File: src/rtl/sps_pkg.sv
// Shared types, constants and helper functions for the pan/tilt stepper sequencer.
`default_nettype none

package sps_pkg;

  // Width of the remaining-steps counter and of the tick divider.
  localparam int unsigned STEP_BITS = 16;
  localparam int unsigned TICK_BITS = 16;

  // Fixed field widths of the item ports.
  localparam int unsigned OP_W    = 3;
  localparam int unsigned COUNT_W = 16;
  localparam int unsigned CODE_W  = 2;
  localparam int unsigned VALUE_W = 16;
  localparam int unsigned COIL_W  = 4;
  localparam int unsigned MODE_W  = 3;
  localparam int unsigned PHASES  = 8;
  localparam int unsigned PHASE_W = $clog2(PHASES);

  // Input operation codes.
  typedef enum logic [OP_W-1:0] {
    OP_TICK  = 3'd0,
    OP_UP    = 3'd1,
    OP_DOWN  = 3'd2,
    OP_LEFT  = 3'd3,
    OP_RIGHT = 3'd4,
    OP_STOP  = 3'd5,
    OP_QUERY = 3'd6,
    OP_DEBUG = 3'd7
  } op_e;

  // Result codes.
  localparam logic [CODE_W-1:0] RES_OK          = 2'd0;
  localparam logic [CODE_W-1:0] RES_MOVE_REJECT = 2'd1;
  localparam logic [CODE_W-1:0] RES_STOP_BUSY   = 2'd2;

  // Mode codes as they appear on the result port.
  localparam logic [MODE_W-1:0] MODE_CODE_IDLE     = 3'd0;
  localparam logic [MODE_W-1:0] MODE_CODE_FWD_H    = 3'd1;
  localparam logic [MODE_W-1:0] MODE_CODE_BACK_H   = 3'd2;
  localparam logic [MODE_W-1:0] MODE_CODE_FWD_V    = 3'd3;
  localparam logic [MODE_W-1:0] MODE_CODE_BACK_V   = 3'd4;
  localparam logic [MODE_W-1:0] MODE_CODE_STOPPING = 3'd5;
  localparam logic [MODE_W-1:0] MODE_CODE_DONE     = 3'd6;

  // Sequencer mode, one-hot.
  typedef enum logic [6:0] {
    MODE_IDLE     = 7'b0000001,
    MODE_FWD_H    = 7'b0000010,
    MODE_BACK_H   = 7'b0000100,
    MODE_FWD_V    = 7'b0001000,
    MODE_BACK_V   = 7'b0010000,
    MODE_STOPPING = 7'b0100000,
    MODE_DONE     = 7'b1000000
  } mode_e;

  // Half-step coil patterns, forward and reverse.
  localparam logic [COIL_W-1:0] PAT_FWD [PHASES] = '{
    4'h1, 4'h3, 4'h2, 4'h6, 4'h4, 4'hc, 4'h8, 4'h9
  };
  localparam logic [COIL_W-1:0] PAT_BACK [PHASES] = '{
    4'h1, 4'h9, 4'h8, 4'hc, 4'h4, 4'h6, 4'h2, 4'h3
  };

  // Architectural state of the sequencer.
  typedef struct packed {
    mode_e                mode;
    logic [STEP_BITS-1:0] steps;
    logic [PHASE_W-1:0]   phase;
    logic [TICK_BITS-1:0] ticks;
    logic                 stop_req;
    logic [COIL_W-1:0]    coil_h;
    logic [COIL_W-1:0]    coil_v;
  } sps_state_t;

  // One result item.
  typedef struct packed {
    logic [CODE_W-1:0]  code;
    logic [VALUE_W-1:0] value;
    logic [COIL_W-1:0]  coil_h;
    logic [COIL_W-1:0]  coil_v;
    logic [MODE_W-1:0]  mode;
  } sps_result_t;

  // Map the one-hot mode onto its port code.
  function automatic logic [MODE_W-1:0] mode_code(input mode_e m);
    logic [MODE_W-1:0] c;
    unique case (m)
      MODE_IDLE:     c = MODE_CODE_IDLE;
      MODE_FWD_H:    c = MODE_CODE_FWD_H;
      MODE_BACK_H:   c = MODE_CODE_BACK_H;
      MODE_FWD_V:    c = MODE_CODE_FWD_V;
      MODE_BACK_V:   c = MODE_CODE_BACK_V;
      MODE_STOPPING: c = MODE_CODE_STOPPING;
      MODE_DONE:     c = MODE_CODE_DONE;
      default:       c = MODE_CODE_IDLE;
    endcase
    return c;
  endfunction

  // True in the four moving modes.
  function automatic logic is_moving(input mode_e m);
    return (m == MODE_FWD_H) || (m == MODE_BACK_H) ||
           (m == MODE_FWD_V) || (m == MODE_BACK_V);
  endfunction

endpackage

`default_nettype wire

File: src/rtl/sps_machine.sv
// Mode machine: one action of the sequencer on a divider expiry.
`default_nettype none

module sps_machine (
  input  sps_pkg::sps_state_t cur_i,
  output sps_pkg::sps_state_t nxt_o
);
  import sps_pkg::*;

  logic              vertical;
  logic              reverse;
  logic [COIL_W-1:0] pattern;
  sps_state_t        drv;

  assign vertical = (cur_i.mode == MODE_FWD_V) || (cur_i.mode == MODE_BACK_V);
  assign reverse  = (cur_i.mode == MODE_BACK_H) || (cur_i.mode == MODE_BACK_V);
  assign pattern  = reverse ? PAT_BACK[cur_i.phase] : PAT_FWD[cur_i.phase];

  // Drive the next half-step pattern and count a full step on phase wrap.
  always_comb begin
    drv = cur_i;
    if (cur_i.steps != '0) begin
      if (vertical) begin
        drv.coil_v = pattern;
      end else begin
        drv.coil_h = pattern;
      end
      if (cur_i.phase == PHASE_W'(PHASES - 1)) begin
        drv.phase = '0;
        drv.steps = cur_i.steps - 1'b1;
        if (cur_i.stop_req) begin
          drv.mode = MODE_STOPPING;
        end
      end else begin
        drv.phase = cur_i.phase + 1'b1;
      end
      // Vertical moves end in the same action that empties the count.
      if (vertical && (drv.steps == '0)) begin
        drv.mode = MODE_STOPPING;
      end
    end else begin
      drv.mode = MODE_STOPPING;
    end
  end

  // Select the action for the present mode.
  always_comb begin
    nxt_o = cur_i;
    unique case (cur_i.mode)
      MODE_FWD_H, MODE_BACK_H, MODE_FWD_V, MODE_BACK_V: begin
        nxt_o = drv;
      end
      MODE_STOPPING: begin
        nxt_o.mode = MODE_DONE;
      end
      MODE_DONE: begin
        nxt_o.coil_h   = '0;
        nxt_o.coil_v   = '0;
        nxt_o.stop_req = 1'b0;
        nxt_o.mode     = MODE_IDLE;
      end
      MODE_IDLE: begin
        nxt_o = cur_i;
      end
      default: begin
        nxt_o = cur_i;
      end
    endcase
  end

endmodule

`default_nettype wire

File: src/rtl/sps_exec.sv
// Item execution: decodes one input item into the next state and its result.
`default_nettype none

module sps_exec (
  input  sps_pkg::sps_state_t           cur_i,
  input  logic [sps_pkg::TICK_BITS-1:0] period_i,
  input  logic [sps_pkg::OP_W-1:0]      op_i,
  input  logic [sps_pkg::COUNT_W-1:0]   count_i,
  output sps_pkg::sps_state_t           nxt_o,
  output sps_pkg::sps_result_t          res_o
);
  import sps_pkg::*;

  op_e                  op;
  sps_state_t           run;
  sps_state_t           tick_st;
  logic [CODE_W-1:0]    code;
  logic                 have_value;
  logic [STEP_BITS-1:0] held_value;
  logic [STEP_BITS-1:0] value;

  assign op = op_e'(op_i);

  sps_machine u_machine (
    .cur_i (cur_i),
    .nxt_o (run)
  );

  // Tick: run the machine on divider expiry, then advance the saturating divider.
  always_comb begin
    tick_st = cur_i;
    if (cur_i.ticks >= period_i) begin
      tick_st       = run;
      tick_st.ticks = '0;
    end
    if (tick_st.ticks != '1) begin
      tick_st.ticks = tick_st.ticks + 1'b1;
    end
  end

  // Command decode.
  always_comb begin
    nxt_o      = cur_i;
    code       = RES_OK;
    have_value = 1'b0;
    held_value = cur_i.steps;
    unique case (op)
      OP_TICK: begin
        nxt_o = tick_st;
      end
      OP_UP, OP_DOWN, OP_LEFT, OP_RIGHT: begin
        if ((cur_i.steps == '0) && (cur_i.mode == MODE_IDLE)) begin
          nxt_o.steps = STEP_BITS'(count_i);
          unique case (op)
            OP_UP:   nxt_o.mode = MODE_FWD_V;
            OP_DOWN: nxt_o.mode = MODE_BACK_V;
            OP_LEFT: nxt_o.mode = MODE_FWD_H;
            default: nxt_o.mode = MODE_BACK_H;
          endcase
        end else begin
          code = RES_MOVE_REJECT;
        end
      end
      OP_STOP: begin
        if (is_moving(cur_i.mode)) begin
          nxt_o.stop_req = 1'b1;
          code           = RES_STOP_BUSY;
        end else if (cur_i.mode == MODE_IDLE) begin
          have_value  = 1'b1;
          nxt_o.steps = '0;
        end else begin
          code = RES_STOP_BUSY;
        end
      end
      OP_QUERY: begin
        nxt_o = cur_i;
      end
      OP_DEBUG: begin
        nxt_o.coil_h = '1;
        nxt_o.coil_v = '1;
      end
      default: begin
        nxt_o = cur_i;
      end
    endcase
  end

  // Assemble the result from the state after the item; a stop in idle reports the steps held before it.
  assign value        = have_value ? held_value : nxt_o.steps;
  assign res_o.code   = code;
  assign res_o.value  = VALUE_W'(value);
  assign res_o.coil_h = nxt_o.coil_h;
  assign res_o.coil_v = nxt_o.coil_v;
  assign res_o.mode   = mode_code(nxt_o.mode);

endmodule

`default_nettype wire

File: src/rtl/stepper_pan_tilt_sequencer_core.sv
// Top level of the two-axis pan/tilt stepper sequencer.
//
//   Channel   Direction  Handshake                  Payload
//   config    in         cfg_we_i                   cfg_wdata_i (tick_period)
//   input     in         in_valid_i / in_stall_o    op_i, step_count_i
//   output    out        out_valid_o / out_stall_i  result_code_o, step_value_o,
//                                                   coil_horizontal_o,
//                                                   coil_vertical_o, mode_o
//
// Each item is executed in the cycle of its transfer and its result is shown
// from the result register on the next cycle; one item is taken per clock unless stalled.
// The input stalls only while the result register is full and the output stalls.
// Reset is asynchronous and clears all state, the tick period and the result valid.
`default_nettype none

module stepper_pan_tilt_sequencer_core (
  input  logic                         clk_i,
  input  logic                         rst_ni,
  input  logic                         cfg_we_i,
  input  logic [sps_pkg::TICK_BITS-1:0] cfg_wdata_i,
  input  logic                         in_valid_i,
  output logic                         in_stall_o,
  input  logic [sps_pkg::OP_W-1:0]     op_i,
  input  logic [sps_pkg::COUNT_W-1:0]  step_count_i,
  output logic                         out_valid_o,
  input  logic                         out_stall_i,
  output logic [sps_pkg::CODE_W-1:0]   result_code_o,
  output logic [sps_pkg::VALUE_W-1:0]  step_value_o,
  output logic [sps_pkg::COIL_W-1:0]   coil_horizontal_o,
  output logic [sps_pkg::COIL_W-1:0]   coil_vertical_o,
  output logic [sps_pkg::MODE_W-1:0]   mode_o
);
  import sps_pkg::*;

  sps_state_t           state_q, state_d;
  logic [TICK_BITS-1:0] period_q;
  sps_result_t          res_q, res_d;
  logic                 out_valid_q;
  logic                 in_xfer;

  // The result register frees up when it is empty or being drained.
  assign in_stall_o = out_valid_q && out_stall_i;
  assign in_xfer    = in_valid_i && !in_stall_o;

  sps_exec u_exec (
    .cur_i    (state_q),
    .period_i (period_q),
    .op_i     (op_i),
    .count_i  (step_count_i),
    .nxt_o    (state_d),
    .res_o    (res_d)
  );

  // Tick period register.
  always_ff @(posedge clk_i or negedge rst_ni) begin
    if (!rst_ni) begin
      period_q <= '0;
    end else if (cfg_we_i) begin
      period_q <= cfg_wdata_i;
    end
  end

  // Sequencer state updates on each input transfer.
  always_ff @(posedge clk_i or negedge rst_ni) begin
    if (!rst_ni) begin
      state_q <= '{mode: MODE_IDLE, default: '0};
    end else if (in_xfer) begin
      state_q <= state_d;
    end
  end

  // Result register valid.
  always_ff @(posedge clk_i or negedge rst_ni) begin
    if (!rst_ni) begin
      out_valid_q <= 1'b0;
    end else if (in_xfer) begin
      out_valid_q <= 1'b1;
    end else if (!out_stall_i) begin
      out_valid_q <= 1'b0;
    end
  end

  // Result payload.
  always_ff @(posedge clk_i) begin
    if (in_xfer) begin
      res_q <= res_d;
    end
  end

  assign out_valid_o       = out_valid_q;
  assign result_code_o     = res_q.code;
  assign step_value_o      = res_q.value;
  assign coil_horizontal_o = res_q.coil_h;
  assign coil_vertical_o   = res_q.coil_v;
  assign mode_o            = res_q.mode;

  // An accepted item always leaves a result waiting.
  assert property (@(posedge clk_i) disable iff (!rst_ni)
    in_xfer |=> out_valid_q)
    else $error("result missing after input transfer");

  // State moves only on an input transfer.
  assert property (@(posedge clk_i) disable iff (!rst_ni)
    !in_xfer |=> $stable(state_q))
    else $error("state changed without an input transfer");

  // A pending stop request never survives into idle.
  assert property (@(posedge clk_i) disable iff (!rst_ni)
    state_q.stop_req |-> (state_q.mode != MODE_IDLE))
    else $error("stop request left pending in idle");

  // A step is only ever partly driven while moving.
  assert property (@(posedge clk_i) disable iff (!rst_ni)
    (state_q.phase != '0) |-> is_moving(state_q.mode))
    else $error("phase left mid-step outside a moving mode");

endmodule

`default_nettype wire
File: config.mk
export PLATFORM = sky130hd
export DESIGN_NAME = stepper_pan_tilt_sequencer_core
export DESIGN_NICKNAME = d
export VERILOG_FILES = /design/src/rtl/sps_pkg.sv /design/src/rtl/sps_machine.sv /design/src/rtl/sps_exec.sv /design/src/rtl/stepper_pan_tilt_sequencer_core.sv
export SDC_FILE = /design/constraint.sdc
export NUM_CORES = 1
export LEC_CHECK = 0
export BUFFER_PORTS_ARGS = -buffer_cell sky130_fd_sc_hd__buf_2
export CAP_MARGIN = 20
export CORE_MARGIN = 5
export CORE_UTILIZATION = 25
export CTS_BUF_LIST = sky130_fd_sc_hd__clkbuf_16
export CTS_CLUSTER_SIZE = 25
export DETAILED_ROUTE_END_ITERATION = 10
export HOLD_SLACK_MARGIN = 0.1
export PLACE_DENSITY = 0.51
export SYNTH_ARGS = -nofsm -noshare
export SYNTH_HDL_FRONTEND = slang
export SYNTH_SLANG_ARGS = --single-unit
File: constraint.sdc
create_clock -name clk_i -period 4.75 [get_ports clk_i]
set_input_delay 0.95 -clock clk_i [delete_from_list [all_inputs] [get_ports clk_i]]
set_output_delay 0.95 -clock clk_i [all_outputs]
set_load 0.05 [all_outputs]
== Word level (Yosys, flattened, before mapping) ==
Memories as Yosys holds them, arrays and structs flattened.
Index checks and enable logic that the tools add are counted.

* Bitwise operators: 1
* Magnitude comparators: 2
* Reduce and logical (&&, ||, !) cells: 20
* Multiplexer cells: 40
* Add/sub/neg operators: 3
* Equal/unequal tests: 26

{| class="wikitable"
|+ Operators with widths
! kind !! number
|-
| 23-bit 2-to-1 mux || 3
|-
| 16-bit 2-to-1 mux || 4
|-
| 51-bit 2-to-1 mux || 1
|-
| 16-bit one-hot mux with 3 select lines || 1
|-
| 35-bit 2-to-1 mux || 1
|-
| 16-bit logical NOT || 2
|-
| 4-bit 2-to-1 mux || 7
|-
| 7-bit 2-to-1 mux || 3
|-
| 7-bit one-hot mux with 3 select lines || 1
|-
| 19-bit 2-to-1 mux || 1
|-
| 3-bit one-hot mux with 6 select lines || 1
|-
| 9-bit one-hot mux with 2 select lines || 1
|-
| 16-bit by 1-bit adder with 16-bit output (second input constant) || 1
|-
| 16-bit greater-or-equal comparator || 1
|-
| 16-bit inequality test (second input constant) || 1
|-
| 8-bit one-hot mux with 2 select lines || 1
|-
| 16-bit nonzero test || 1
|-
| 16-bit by 1-bit subtractor with 16-bit output (second input constant) || 1
|-
| 5-bit one-hot mux with 3 select lines || 1
|-
| 7-bit by 2-bit == test with 1-bit output (second input constant) || 2
|-
| 7-bit by 3-bit == test with 1-bit output (second input constant) || 2
|-
| 7-bit by 4-bit == test with 1-bit output (second input constant) || 2
|-
| 7-bit by 5-bit == test with 1-bit output (second input constant) || 2
|-
| 7-bit by 6-bit == test with 1-bit output (second input constant) || 2
|-
| other kinds (26) || 49
|}

* Output and inout bits: 31
* Bits of input ports: 40
* Memories: 2
* Flip-flop bits (word level): 97
* ROM bits: 64
* Word-level logic and storage cells: 108

{| class="wikitable"
|+ Memory list
! name !! words !! width !! rd ports !! clocked after Yosys merged registers in !! write ports !! line !! RTL
|-
| (no name shown) || 8 || 4 || 1 || 0 || 0 || sps_machine.sv:17 || <nowiki>assign pattern = reverse ? PAT_BACK[cur_i.phase] : PAT_FWD[cur_i.phase];</nowiki>
|-
| (no name shown) || 8 || 4 || 1 || 0 || 0 || sps_machine.sv:17 ||
|}

== Depth between registers and ports, before layout ==
* Depth after elaboration: 12
* Gate-level depth with buffers: 17
* Gate-level depth less buffers: 16

== Cells and area by module ==
A second synthesis with hierarchy kept.

* Cell total of the unflattened synthesis: 676
* Area, all modules: 6516.2 sq um

{| class="wikitable"
|+ Modules (own cells, without submodules)
! module !! area an instance (sq um) !! times used !! cells an instance !! seq. area each (sq um)
|-
| stepper_pan_tilt_sequencer_core || 3418.3 || 1 || 174 || 2573.7
|-
| sps_exec || 1949.4 || 1 || 336 || 0.0
|-
| sps_machine || 1148.6 || 1 || 166 || 0.0
|}

== Worst setup path before layout ==
No wires, ideal clock.

* Path kind: reg2reg
* Start point: reg state_q[22] (netlist name)
* End point: reg state_q[24] (netlist name)
* Data arrival time: 3717 ps
* Setup time: 134 ps
* Buffers on the path: 1
* Clock period less this slack: 3850 ps
* Cell stages (with the launch flop): 17
* Required time: 4616 ps
* Path slack: 900 ps
* Cell sequence: dfrtp_1 > ha_1 > a21o_1 > a21o_1 > a2111oi_0 > o31a_1 > nor2_1 > clkbuf_1 > nor2_1 > ha_1 > and3_1 > nand3_1 > a2111oi_0 > nor2_1 > nand4_1 > nor4_1 > mux2i_1

* Cells in the longest elaborated chain, start to end: 4
* Elaborated cells between the ends (all ways): 5
* Classes of those cells: 1 x add/sub; 1 x order compare; 1 x eq/ne; 2 x mux

{| class="wikitable"
|+ RTL lines
! what !! line !! RTL
|-
| start: declaration || stepper_pan_tilt_sequencer_core.sv:35 || <nowiki>sps_state_t state_q, state_d;</nowiki>
|-
| start signal: assignment || stepper_pan_tilt_sequencer_core.sv:68 || <nowiki>state_q <= state_d;</nowiki>
|-
| 16-bit greater-or-equal comparator || sps_exec.sv:32 || <nowiki>if (cur_i.ticks >= period_i) begin</nowiki>
|-
| 51-bit 2-to-1 mux (*) || sps_exec.sv:32 ||
|-
| 16-bit by 1-bit adder with 16-bit output or 16-bit inequality test (tied branches) || sps_exec.sv:37, sps_exec.sv:36 ||
|-
| 16-bit 2-to-1 mux (*) || sps_exec.sv:36 || <nowiki>if (tick_st.ticks != '1) begin</nowiki>
|}

Every way passes the cells marked *; elsewhere a longest branch is shown, timed or not. The select of a mux whose other input is x is not followed.
A chain may end at the register's enable or synchronous reset.

== Worst setup path after layout ==
Ends and elaborated chain as after synthesis.

==> impl_summary.md <==
Layout
The net count of the finished layout is 819. The most frequent standard cell in the layout excluding fill and tap cells is sky130_fd_sc_hd__nand2_1. Summing all flip-flop and latch instances after layout gives 2570 sq um. The signed area change from the synthesized netlist to the final layout is 15.8%. Leaving out fill and tap cells, the most frequent cells in the layout are 94 x sky130_fd_sc_hd__nand2_1, 73 x sky130_fd_sc_hd__o21ai_0, 70 x sky130_fd_sc_hd__buf_2. Of the cells placed in the final design, the portion with a size suffix greater than 1 is 0.183. The number of filler instances in the final layout is 2597. The multi-input combinational cells in the finished layout cover a total of 3310 sq um. The number of antenna diodes is 0.

Synthesis
The synthesized instance count is 701. The predominant post-synthesis flop cell is sky130_fd_sc_hd__dfrtp_1. After synthesis, the mean cell area works out to 8.81 sq um. Yosys mapped a number of flops with a built-in enable equal to 29.

The number of synthesis warnings is 0. The post-synthesis net count is 762. The cell area that synthesis handed to floorplanning was 6180 sq um. For this run, the register share of the synthesized area comes to 0.417.

Of all flip-flops after synthesis, the portion carrying an async set or reset was 0.701. The synthesized netlist contains 81 unique library cells. The count of state elements after synthesis is 97.

Worst setup path
The maximum net fanout on the critical path is 6. The endpoint of the lowest-slack register-to-register path is state_q[24]. The startpoint of the worst register-to-register path is state_q[22]. For the worst setup path, the data arrival time is 4.36 ns. The type of the worst setup path is reg2reg. STA classifies the critical path startpoint as a register. Data on the critical path is required at its endpoint by 4.98 ns. The kind of end point of the critical path is a register. The logic depth of the worst register-to-register path is 15. The internal reg-to-reg setup slack is 0.62 ns.

Route
Wires add up to 18.3 mm. The number of vias after detailed routing is 5498. The number of detailed-routing iterations run before antenna repair is 4. The count of unresolved DRC violations after routing is 0. The detail-routed net length per standard cell is 16.8 um. The DRC violation total after the first TritonRoute iteration is 348. Once detail routing completed, the nets flagged for antenna violations numbered 0. Dividing the detail-routed via count by the number of cells gives 5.06.

Global route
The number of global-route vias before repair is 5506. For this run, the total global-route usage over all layers was measured as 0.131. The initial antenna violation count is 0. The first-pass GRT wire length is 29.8 mm.

After global routing the overflow that remains totals 0. Entering global routing, the biggest net connects 69 pins.

Timing
The total of endpoints with negative setup slack in the final report is 0. The final max-slew violation count is 0. The final clock skew is 0.0105 ns. The number of hold violations in the final report is 0.

The summed negative setup slack over all endpoints is 0 ns. The worst path needs 4.13 ns of the cycle, external delays included. Setup repair after global routing left no endpoint under its margin. The maximum clock frequency is 0.242 GHz.

Final hold analysis gives a worst-case slack of 0.487 ns. The pin slew with the least headroom to its limit is 0.989 ns. The worst path meets setup with 0.618 ns of slack. The remaining max-slew budget at the tightest pin is 0.336. Dividing the final minimum period by the clock period gives 0.870.

Power and ir drop
The areal power density over the cells is 337 nW/um^2. The largest vdd supply drop is 0.143 mV. The standby leakage power is 0.00296 uW.

Worst hold path
The worst hold path passes through 2 cells. The worst hold path belongs to the class reg2reg. For hold timing, the worst endpoint is state_q[5]. The startpoint of the worst hold path is state_q[5].

Clock tree
The count of clock tree sinks is 97. Buffers inserted to repair hold after CTS numbered 0. The later pin in the worst-skew pair is clocked with a latency of 0.36 ns. The number of levels in the clock H-tree is 3. The number of buffers between clock root and the deepest sink is 2. TritonCTS built the clock tree. The buffer type at the clock tree root is sky130_fd_sc_hd__clkbuf_16. The number of buffers created by CTS is 9.

Post-CTS repair changed the size of 0 cells. After clock tree synthesis, the clock-pin slew on the worst setup and hold paths is 0.07 ns. The number of setup buffers added after CTS is 0.

Flow run
The max-cap violation count is 0.

Die
The number of placement rows is 57. After floorplanning, the core was sized to cover 24300 sq um. The full die area is 27900 sq um.

The die extent in x is 167 um. The number of ports placed on the die boundary is 71. For this configuration, the core starts out at a cell density of 0.254. The die outline height is 167 um.

Placement
The quantity of I/O buffers inserted on ports is 70. Timing analysis after detailed placement gives a worst setup slack of 0.677 ns. The detailed placer's ending HPWL is 13.1 mm. The routability-driven placement congestion ratio is 0.877.

Status
The flow ran to the end, and the final reports show no timing, DRC or antenna violations.
-- Yosys cell counts (21+ instances only) --
master	count	area [sq um]
sky130_fd_sc_hd__nand2_1	94	353
sky130_fd_sc_hd__o21ai_0	73	365
sky130_fd_sc_hd__dfrtp_1	67	1680
sky130_fd_sc_hd__nor2_1	58	218
sky130_fd_sc_hd__a21oi_1	49	245
sky130_fd_sc_hd__inv_1	30	113
sky130_fd_sc_hd__nand3_1	30	150
sky130_fd_sc_hd__edfxtp_1	29	871
sky130_fd_sc_hd__clkbuf_1	26	97.6
sky130_fd_sc_hd__ha_1	21	263
-- power by group --
group	switching, uW	internal [uW]
clock	348	394
sequential	85.8	943
combinational	410	231
-- worst max-delay path by stage --
| stage | from | end | slack (ns) | depth (start not counted) |
|---|---|---|---|---|
| detailed placement | state_q[22] | state_q[15] | 0.68 | 15 |
| global placement | state_q[22] | state_q[17] | 0.87 | 15 |
| CTS | state_q[22] | state_q[24] | 0.63 | 15 |
| global route | state_q[22] | state_q[17] | 0.24 | 15 |
| finish | state_q[22] | state_q[24] | 0.62 | 15 |
| floorplan | state_q[22] | state_q[24] | 0.90 | 16 |
-- area by class of cell --
type,count,share of cell area
multi-input cells,536,0.463
flip-flops and latches,97,0.360
repair buffers,84,0.0637
well taps,324,0.0567
clock buffers,10,0.0350
inverters,30,0.0157
clock inverters,6,0.00630
-- flip-flops by register name, summed over array words and instances (netlist names) --
signal	flops
mode_o	3
coil_horizontal_o	4
state_q	51
out_valid_o	1
result_code_o	2
coil_vertical_o	4
step_value_o	16
period_q	16
-- layer usage --
metal / wire length, um / up-vias / global-route usage / part of all wire
met5: 0 / - / 0 / 0
met3: 732 / 30 / 0.0210 / 0.040
met2: 8530 / 136 / 0.211 / 0.47
li1: - / 2683 / - / -
met1: 8490 / 2649 / 0.175 / 0.46
met4: 515 / 0 / 0.0565 / 0.028
-- critical path: stages, from the launching register on --
cell	delay (ns)
sky130_fd_sc_hd__dfrtp_1	0.42
sky130_fd_sc_hd__ha_1	0.33
sky130_fd_sc_hd__a21o_1	0.16
sky130_fd_sc_hd__a21o_1	0.19
sky130_fd_sc_hd__a2111oi_0	0.43
sky130_fd_sc_hd__o31ai_1	0.26
sky130_fd_sc_hd__nand2_1	0.27
sky130_fd_sc_hd__and2_1	0.17
sky130_fd_sc_hd__ha_1	0.19
sky130_fd_sc_hd__and3_1	0.20
sky130_fd_sc_hd__nand3_1	0.10
sky130_fd_sc_hd__a2111oi_0	0.65
sky130_fd_sc_hd__nor2_1	0.18
sky130_fd_sc_hd__nand4_1	0.24
sky130_fd_sc_hd__nor4_1	0.09
sky130_fd_sc_hd__mux2i_1	0.13
-- cell families after synthesis --
family,share of synthesized area
xor+xnor,0.0227
fa+ha+maj,0.0425
compound gates,0.226
flops,0.417
buf+inv,0.0476
simple gates,0.227
mux,0.0178
-- stage by stage --
stage	utilization	total power, uW	instances	cell area (sq um)
2_1_floorplan	-	1500	701	6180
3_3_place_gp	0.282	1680	1071	6860
3_5_place_dp	0.282	1680	1071	6860
4_1_cts	0.294	2440	1087	7150
5_1_grt	0.294	2550	1087	7150
6_report	0.294	2410	1087	7150
(Power assumes the default switching activity.)
